===== src/design/edc_pkg.sv =====
// Package: payload types and constants for the extended/double converter.
`default_nettype none
package edc_pkg;
   localparam logic [14:0] EXT_EXPMAX = 15'h7fff;
   localparam logic [14:0] EXT_BIAS = 15'h3fff;
   localparam logic [63:0] DEFAULT_NAN = 64'hFFF8000000000000;
   localparam logic [0:0] OP_EXT_TO_DBL = 1'b0;
   localparam logic [0:0] OP_DBL_TO_EXT = 1'b1;

   typedef struct packed {
      logic        operation;
      logic [63:0] ext_significand;
      logic [15:0] ext_sign_exponent;
      logic [63:0] double_bits;
   } req_type;

   typedef struct packed {
      logic [63:0] double_result;
      logic [63:0] ext_significand_out;
      logic [15:0] ext_sign_exponent_out;
   } rsp_type;

   typedef struct packed {
      logic        op;
      logic        sign;
      logic        special;
      logic [63:0] special_val;
      logic [15:0] special_se;
      logic        zero;
      logic signed [17:0] exp;
      logic [63:0] mant;
   } norm_type;

   function automatic logic [6:0] lzc64(input logic [63:0] v);
      logic [6:0] n;
      n = 7'd64;
      for (int i = 0; i < 64; i++) begin
         if (v[i]) n = 7'(63 - i);
      end
      return n;
   endfunction
endpackage
`default_nettype wire


===== src/design/extended_double_converter.sv =====
// Top level: three-stage extended/double format converter.
// An accepted item passes the classify, normalize and round registers in order to reach rsp_valid.
// Throughput: one item per cycle; the whole pipeline holds while rsp_stall is high with a valid result.
// Reset clears the stage valid bits; payload registers are not reset.
`default_nettype none
module extended_double_converter import edc_pkg::*; (
   input  wire logic clock,
   input  wire logic reset,
   input  wire logic req_valid,
   output logic      req_stall,
   input  wire req_type req_data,
   output logic      rsp_valid,
   input  wire logic rsp_stall,
   output rsp_type   rsp_data
);
   logic [2:0] valid_ff, valid_in;
   logic enable;
   norm_type n1, n2;
   logic [6:0] lz1;

   assign enable = !(rsp_stall && valid_ff[2]);
   assign req_stall = !enable;
   assign rsp_valid = valid_ff[2];
   assign valid_in = {valid_ff[1:0], req_valid};

   always_ff @(posedge clock) begin
      if (reset) valid_ff <= '0;
      else if (enable) valid_ff <= valid_in;
   end

   edc_classify u_cls (.clock, .enable, .req(req_data), .norm_ff(n1), .lz_ff(lz1));
   edc_normalize u_nrm (.clock, .enable, .norm(n1), .lz(lz1), .norm_ff(n2));
   edc_round u_rnd (.clock, .enable, .norm(n2), .rsp_ff(rsp_data));

   a_hold: assert property (@(posedge clock) disable iff (reset)
      rsp_valid && rsp_stall |=> rsp_valid && $stable(rsp_data))
      else $error("result changed under stall");
   a_flow: assert property (@(posedge clock) disable iff (reset)
      req_valid && !req_stall |=> valid_ff[0])
      else $error("item lost in pipeline");
endmodule
`default_nettype wire


===== src/design/edc_classify.sv =====
// Stage one: decode specials and count leading zeros.
`default_nettype none
module edc_classify import edc_pkg::*; (
   input  wire logic     clock,
   input  wire logic     enable,
   input  wire req_type  req,
   output norm_type      norm_ff,
   output logic [6:0]    lz_ff
);
   norm_type norm_in;
   logic [6:0] lz_in;
   logic [14:0] e;
   logic [10:0] be;
   logic [51:0] f;

   always_comb begin
      norm_in = '0;
      e = req.ext_sign_exponent[14:0];
      be = req.double_bits[62:52];
      f = req.double_bits[51:0];
      norm_in.op = req.operation;
      lz_in = 7'd0;
      if (req.operation == OP_EXT_TO_DBL) begin
         norm_in.sign = req.ext_sign_exponent[15];
         norm_in.mant = req.ext_significand;
         norm_in.exp = (e == 15'd0) ? 18'sd1 : 18'(e);
         lz_in = lzc64(req.ext_significand);
         if (e != 15'd0 && !req.ext_significand[63]) begin
            norm_in.special = 1'b1;
            norm_in.special_val = DEFAULT_NAN;
         end else if (e == EXT_EXPMAX) begin
            norm_in.special = 1'b1;
            norm_in.special_val = {req.ext_sign_exponent[15], 11'h7ff,
               (req.ext_significand[62:0] == 63'd0) ? 52'd0
               : {1'b1, req.ext_significand[61:11]}};
         end else if (req.ext_significand == 64'd0) begin
            norm_in.special = 1'b1;
            norm_in.special_val = {req.ext_sign_exponent[15], 63'd0};
         end
      end else begin
         norm_in.sign = req.double_bits[63];
         norm_in.mant = {1'b0, f, 11'd0};
         norm_in.exp = 18'sd1 - 18'sd1023 + 18'(EXT_BIAS);
         lz_in = lzc64({1'b0, f, 11'd0});
         if (be == 11'h7ff) begin
            norm_in.special = 1'b1;
            norm_in.special_val = {1'b1, f[51] | (f != 52'd0), f[50:0], 11'd0};
            norm_in.special_se = {req.double_bits[63], EXT_EXPMAX};
         end else if (be == 11'd0 && f == 52'd0) begin
            norm_in.special = 1'b1;
            norm_in.special_se = {req.double_bits[63], 15'd0};
         end else if (be != 11'd0) begin
            norm_in.special = 1'b1;
            norm_in.special_val = {1'b1, f, 11'd0};
            norm_in.special_se = {req.double_bits[63],
               15'(18'(be) - 18'sd1023 + 18'(EXT_BIAS))};
         end
      end
   end

   always_ff @(posedge clock) begin
      if (enable) begin
         norm_ff <= norm_in;
         lz_ff <= lz_in;
      end
   end
endmodule
`default_nettype wire


===== src/design/edc_normalize.sv =====
// Stage two: normalize the significand and form the target exponent.
`default_nettype none
module edc_normalize import edc_pkg::*; (
   input  wire logic  clock,
   input  wire logic  enable,
   input  wire norm_type norm,
   input  wire logic [6:0] lz,
   output norm_type   norm_ff
);
   norm_type norm_in;

   always_comb begin
      norm_in = norm;
      norm_in.mant = norm.mant << lz[5:0];
      if (norm.op == OP_EXT_TO_DBL)
         norm_in.exp = norm.exp - 18'(lz) - 18'(EXT_BIAS) + 18'sd1023;
      else
         norm_in.exp = norm.exp - 18'(lz);
   end

   always_ff @(posedge clock) begin
      if (enable) norm_ff <= norm_in;
   end
endmodule
`default_nettype wire


===== src/design/edc_round.sv =====
// Stage three: shift, round to nearest-even and pack the double result, or pack the extended result.
`default_nettype none
module edc_round import edc_pkg::*; (
   input  wire logic  clock,
   input  wire logic  enable,
   input  wire norm_type norm,
   output rsp_type    rsp_ff
);
   rsp_type rsp_in;
   logic [6:0] sh;
   logic [63:0] q, rem, half;
   logic [53:0] qr;
   logic signed [17:0] be;

   always_comb begin
      rsp_in = '0;
      q = '0; rem = '0; half = '0; qr = '0; be = norm.exp;
      sh = 7'd11;
      if (norm.exp < 18'sd1) begin
         sh = (norm.exp < -18'sd60) ? 7'd72 : 7'(18'sd12 - norm.exp);
      end
      if (sh > 7'd64) begin
         q = 64'd0;
      end else if (sh == 7'd64) begin
         q = {63'd0, norm.mant[63] && (norm.mant[62:0] != 63'd0)};
      end else begin
         q = norm.mant >> sh[5:0];
         rem = norm.mant & ((64'd1 << sh[5:0]) - 64'd1);
         half = 64'd1 << (sh[5:0] - 6'd1);
         if (rem > half || (rem == half && q[0])) q = q + 64'd1;
      end
      qr = q[53:0];
      if (norm.op == OP_EXT_TO_DBL) begin
         if (norm.special) begin
            rsp_in.double_result = norm.special_val;
         end else if (norm.exp >= 18'sd1) begin
            if (qr[53]) begin
               qr = qr >> 1;
               be = be + 18'sd1;
            end
            if (be >= 18'sd2047)
               rsp_in.double_result = {norm.sign, 11'h7ff, 52'd0};
            else
               rsp_in.double_result = {norm.sign, be[10:0], qr[51:0]};
         end else begin
            rsp_in.double_result = {norm.sign, q[62:0]};
         end
      end else begin
         if (norm.special) begin
            rsp_in.ext_significand_out = norm.special_val;
            rsp_in.ext_sign_exponent_out = norm.special_se;
         end else begin
            rsp_in.ext_significand_out = norm.mant;
            rsp_in.ext_sign_exponent_out = {norm.sign, norm.exp[14:0]};
         end
      end
   end

   always_ff @(posedge clock) begin
      if (enable) rsp_ff <= rsp_in;
   end
endmodule
`default_nettype wire

===== config.mk =====
export PLATFORM = sky130hd
export DESIGN_NAME = extended_double_converter
export DESIGN_NICKNAME = d
export VERILOG_FILES = /design/src/design/edc_pkg.sv /design/src/design/extended_double_converter.sv /design/src/design/edc_classify.sv /design/src/design/edc_normalize.sv /design/src/design/edc_round.sv
export SDC_FILE = /design/constraint.sdc
export NUM_CORES = 2
export LEC_CHECK = 0
export ABC_CLOCK_PERIOD_IN_PS = 19200
export BUFFER_PORTS_ARGS = -buffer_cell sky130_fd_sc_hd__buf_2
export CAP_MARGIN = 5
export CORE_ASPECT_RATIO = 1.25
export CORE_MARGIN = 1
export CORE_UTILIZATION = 55
export CTS_CLUSTER_SIZE = 40
export DETAILED_ROUTE_END_ITERATION = 7
export GPL_TIMING_DRIVEN = 0
export HOLD_SLACK_MARGIN = 0.03
export PLACE_DENSITY = 0.77
export SLEW_MARGIN = 20
export SYNTH_ARGS = -nofsm -noshare
export SYNTH_HDL_FRONTEND = slang
export SYNTH_SLANG_ARGS = --single-unit

===== constraint.sdc =====
create_clock -name clock -period 19.2 [get_ports clock]
set_clock_uncertainty 0.15 [all_clocks]
set_input_delay 3.84 -clock clock [delete_from_list [all_inputs] [get_ports clock]]
set_output_delay 3.84 -clock clock [all_outputs]
set_load 0.05 [all_outputs]

==> flow_summary.json, run 1 <==
{
  "status": "stopped before the end",
  "failed_stage": "global routing (5_1_grt)",
  "stop_error": "[ERROR GRT-0116] Global routing finished with congestion. Check the congestion regions in the DRC Viewer.",
  "gp_congestion": 1.23,
  "row_count": 105,
  "cts_made_buffers": 46,
  "numClockSinks": 481,
  "cts_hold_buffers": 0,
  "ctsResizeCount": 0,
  "grt_pass1_vias": 39900,
  "grt_max_degree": 113,
  "postCtsSetupRepairBufs": 0,
  "io_buffers": 291,
  "track_usage": 0.662,
  "cts-root-buf": "clkbuf_16",
  "cts_buffer_depth": 3,
  "start_util": 0.555,
  "ios": 295,
  "synth_cell_type_count": 122,
  "fp.dieW_um": 232,
  "grt_pass1_wl_um": 312000,
  "overflow": 56,
  "syn_nets": 4190,
  "synth_enable_flop_cells": 478,
  "synth-seq-cells": 481,
  "synthFlopType": "edfxtp_1",
  "die_h_um": 290,
  "synthArstFlopShare": 0,
  "synth_area_um2": 36400,
  "synth_area_per_cell_um2": 9.19,
  "synth-seq-area-share": 0.396,
  "yosys_warnings": 0,
  "htreeDepth": 2,
  "synth_cells": 3959,
  "hpwl_um": 154000
}
==> synth_stat cells (all sizes together) (48+ instances only) <==
cell,number,share of area
xnor2,64,0.015
nand2,502,0.052
o211ai,131,0.028
nand3,140,0.019
nor2b,106,0.018
mux2,63,0.019
nor2,402,0.042
ha,81,0.028
o21ai,195,0.027
a211oi,57,0.012
xor2,50,0.012
buf,124,0.022
and2,49,0.0084
nor4,66,0.013
nand4,51,0.0094
clkbuf,161,0.017
inv,99,0.010
nor3,95,0.014
mux2i,131,0.036
o22ai,48,0.0083
edfxtp,478,0.39
a21oi,217,0.030
==> routing by layer <==
| layer | track usage | GRT overflow |
|---|---|---|
| met1 | 0.675 | 0 |
| met5 | 0.0831 | 0 |
| met2 | 0.884 | 30 |
| met3 | 0.425 | 0 |
| met4 | 0.670 | 26 |
==> stage by stage <==
stage	setup WS, ns	instance area, um2	instances	hold WS (ns)
after floorplan	3.59	36400	3959	0.250
after global placement	2.64	38900	5106	0.252
after detailed placement	3.40	39200	5117	0.255
after CTS	3.32	40700	5202	0.265
==> kinds of logic after synthesis <==
kind of cell | share of synthesized area
AOI/OAI and AO/OA | 0.211
xor gates and xnor gates | 0.0276
adders and majority gates | 0.0287
buffers and inverters | 0.0498
DFF | 0.396
muxes | 0.0838
other | 0.000103
and+or+nand+nor | 0.203
==> inputs of run 2 (changes only) <==
--- a/config.mk
+++ b/config.mk
@@ -5,17 +5,14 @@
 export SDC_FILE = /design/constraint.sdc
 export NUM_CORES = 2
 export LEC_CHECK = 0
-export ABC_CLOCK_PERIOD_IN_PS = 19200
+export ABC_CLOCK_PERIOD_IN_PS = 25000
 export BUFFER_PORTS_ARGS = -buffer_cell sky130_fd_sc_hd__buf_2
 export CAP_MARGIN = 5
-export CORE_ASPECT_RATIO = 1.25
 export CORE_MARGIN = 1
-export CORE_UTILIZATION = 55
-export CTS_CLUSTER_SIZE = 40
+export CORE_UTILIZATION = 40
 export DETAILED_ROUTE_END_ITERATION = 7
 export GPL_TIMING_DRIVEN = 0
-export HOLD_SLACK_MARGIN = 0.03
-export PLACE_DENSITY = 0.77
+export PLACE_DENSITY_LB_ADDON = 0.15
 export SLEW_MARGIN = 20
 export SYNTH_ARGS = -nofsm -noshare
 export SYNTH_HDL_FRONTEND = slang
==> constraint.sdc (replaced) <==
create_clock -name clock -period 25 [get_ports clock]
set_clock_uncertainty 0.15 [all_clocks]
set_input_delay 5 -clock clock [delete_from_list [all_inputs] [get_ports clock]]
set_output_delay 5 -clock clock [all_outputs]
set_load 0.05 [all_outputs]
==> run 2 against run 1 <==
Net effect: the flow now finishes, with violations (DRC); area after synthesis unchanged; synthesized cell count is the same.
==> flow_summary.json, run 2 <==
{
  "numClockSinks": 481,
  "die-area_um2": 92200,
  "grt_max_degree": 60,
  "final_cell_mix": "501 x nand2_1, 478 x edfxtp_1, 391 x nor2_1",
  "fin_crit_sh": 0.682,
  "startpoint_type": "register",
  "vias": 37400,
  "synthFlopType": "edfxtp_1",
  "p_leak_uw": 0.0162,
  "ctsResizeCount": 0,
  "drt-initial-drc-count": 5576,
  "p_per_area_nw_per_um2": 88.3,
  "synth_enable_flop_cells": 478,
  "track_usage": 0.445,
  "area_growth_pct": 13.8,
  "finalMaxSlewViolations": 0,
  "cts_buffer_depth": 3,
  "synth-seq-area-share": 0.396,
  "synth_cell_type_count": 122,
  "largestRegisters": "u_nrm.norm_ff (165), u_cls.norm_ff (162), u_rnd.rsp_ff (144)",
  "io_buffers": 291,
  "end_kind": "register",
  "vias_per_cell": 6.75,
  "fp.dieW_um": 304,
  "fin_ws_ns": 7.96,
  "row_count": 110,
  "cts_made_buffers": 52,
  "max-cap-violations": 0,
  "r2r-start": "u_nrm.norm_ff[64]",
  "fin_total_pwr_uw": 3660,
  "htreeDepth": 2,
  "seq_area_um2": 14400,
  "netlist.area_leader.share": 0.395,
  "min_path_type": "reg2reg",
  "synth-seq-cells": 481,
  "synth_area_per_cell_um2": 9.19,
  "yosysTopAreaCell": "edfxtp_1",
  "violations": "DRC",
  "timing.critical_path.mode_cell": "clkbuf_1",
  "ant_nets": 0,
  "finalCriticalPeriod_ns": 17.04,
  "cts_tree": "built",
  "cp.required_ns": 25.23,
  "slowest_stage": "clkbuf_1",
  "synthArstFlopShare": 0,
  "path_max_fanout": 10,
  "post_drt_wl_per_cell_um": 37.8,
  "postCtsSetupRepairBufs": 0,
  "worstSetupPathType": "reg2reg",
  "rsz0062_at_grt": "false",
  "cts_hold_buffers": 0,
  "largest_register_ffs": 165,
  "hold_violations": 0,
  "grt_pass1_wl_um": 282000,
  "worstMarginPinSlew_ns": 1.27,
  "finalSetupViolCount": 0,
  "dr.pass1.iters": 8,
  "r2r_cells": 46,
  "synth_area_leaders": "edfxtp_1 39%, nand2_1 5.2%, nor2_1 4.1%",
  "die_h_um": 304,
  "layout-drive-gt1-share": 0.156,
  "wl_um": 209000,
  "hpwl_um": 166000,
  "crit_path_max_incr_delay_ns": 0.96,
  "clkLatencyLatePin_ns": 0.70,
  "netlist_top_cells_count": "502 x nand2_1, 478 x edfxtp_1, 399 x nor2_1",
  "nFillCells": 8904,
  "multiInputGateArea_um2": 20300,
  "top_register": "u_nrm.norm_ff",
  "synth_area_um2": 36400,
  "critPathArrivalTime_ns": 17.27,
  "core-area_um2": 90000,
  "clock.fmax_mhz": 58.7,
  "min_from": "u_cls.norm_ff[132]",
  "detailedPlace.worstSlack_ns": 9.03,
  "drcViolationCount": 2,
  "ir_drop_v": 0.0000599,
  "synth_cells": 3959,
  "grt_pass1_vias": 35000,
  "final_common_cell": "nand2_1",
  "nets": 4550,
  "hold_path_depth": 0,
  "overflow": 0,
  "start_util": 0.404,
  "synth.most_common_cell": "nand2_1",
  "startpoint": "u_nrm.norm_ff[64]",
  "status": "finished with violations",
  "yosys_warnings": 0,
  "antenna_found_initial": 10,
  "gp_congestion": 1.08,
  "max_slew_margin": 0.151,
  "syn_nets": 4190,
  "ios": 295,
  "clk_pin_slew_ns": 0.06,
  "cts-root-buf": "clkbuf_16"
}
## run 2: cell families (layout without fill, tap and decap cells)
group / after synthesis / in the layout / share of synthesized area
flip-flops: 481 / 481 / 0.396
buffers and inverters: 387 / 785 / 0.0498
AO/OA/AOI/OAI: 1102 / 1102 / 0.211
multiplexers: 239 / 239 / 0.0838
XOR/XNOR: 114 / 114 / 0.0276
adder cells (fa/ha/maj): 83 / 83 / 0.0287
AND/OR/NAND/NOR: 1552 / 1552 / 0.203
other: 1 / 9 / 0.000103
## run 2: worst paths after layout
check / slack [ns] / end
setup / recovery: 7.96 / u_rnd.rsp_ff[132]
hold / removal: 0.23 / u_nrm.norm_ff[132]
setup reg to reg: 7.96 / u_rnd.rsp_ff[132]
hold reg to reg: 0.23 / u_nrm.norm_ff[132]
## run 2: through the flow
step	utilization	hold WS (ns)	setup TNS (ns)	cells	cell area, um2
after floorplan	-	0.250	0	3959	36400
after global placement	0.437	0.250	-1.38	5426	39300
after detailed placement	0.441	0.255	0	5441	39700
after CTS	0.460	0.245	0	5533	41400
after global routing	0.460	0.253	0	5533	41400
final	0.460	0.234	0	5541	41400
## run 2: layout make-up
type / count / share of cell area
multi-input cells: 3091 / 0.489
flip-flops and latches: 481 / 0.348
repair buffers: 306 / 0.0419
well taps: 1176 / 0.0355
plain buffers: 286 / 0.0346
clock buffers: 63 / 0.0324
inverters: 101 / 0.00915
clock inverters: 29 / 0.00846
diodes: 8 / 0.000483
## run 2: where the power goes
part | total (uW) | internal (uW) | switching, uW
logic | 1690 | 462 | 1230
clock network | 783 | 437 | 346
registers | 1190 | 996 | 190
## run 2: routing by layer
layer,vias up,GRT usage,part of all wire
met5,-,0,0.000072
met1,18000,0.517,0.35
met4,4,0.398,0.11
li1,15700,-,-
met3,876,0.110,0.10
met2,2774,0.681,0.44
## run 2: worst max-delay path, delay by kind of cell, from the launching register on
kind | cells | cell delay (ns)
DFF | 1 | 0.65
muxes | 2 | 0.98
buffers and inverters | 11 | 4.59
AOI/OAI and AO/OA | 11 | 3.22
adders and majority gates | 3 | 0.83
and+or+nand+nor | 19 | 6.22
No activity file was read; power rests on OpenSTA's default activity.
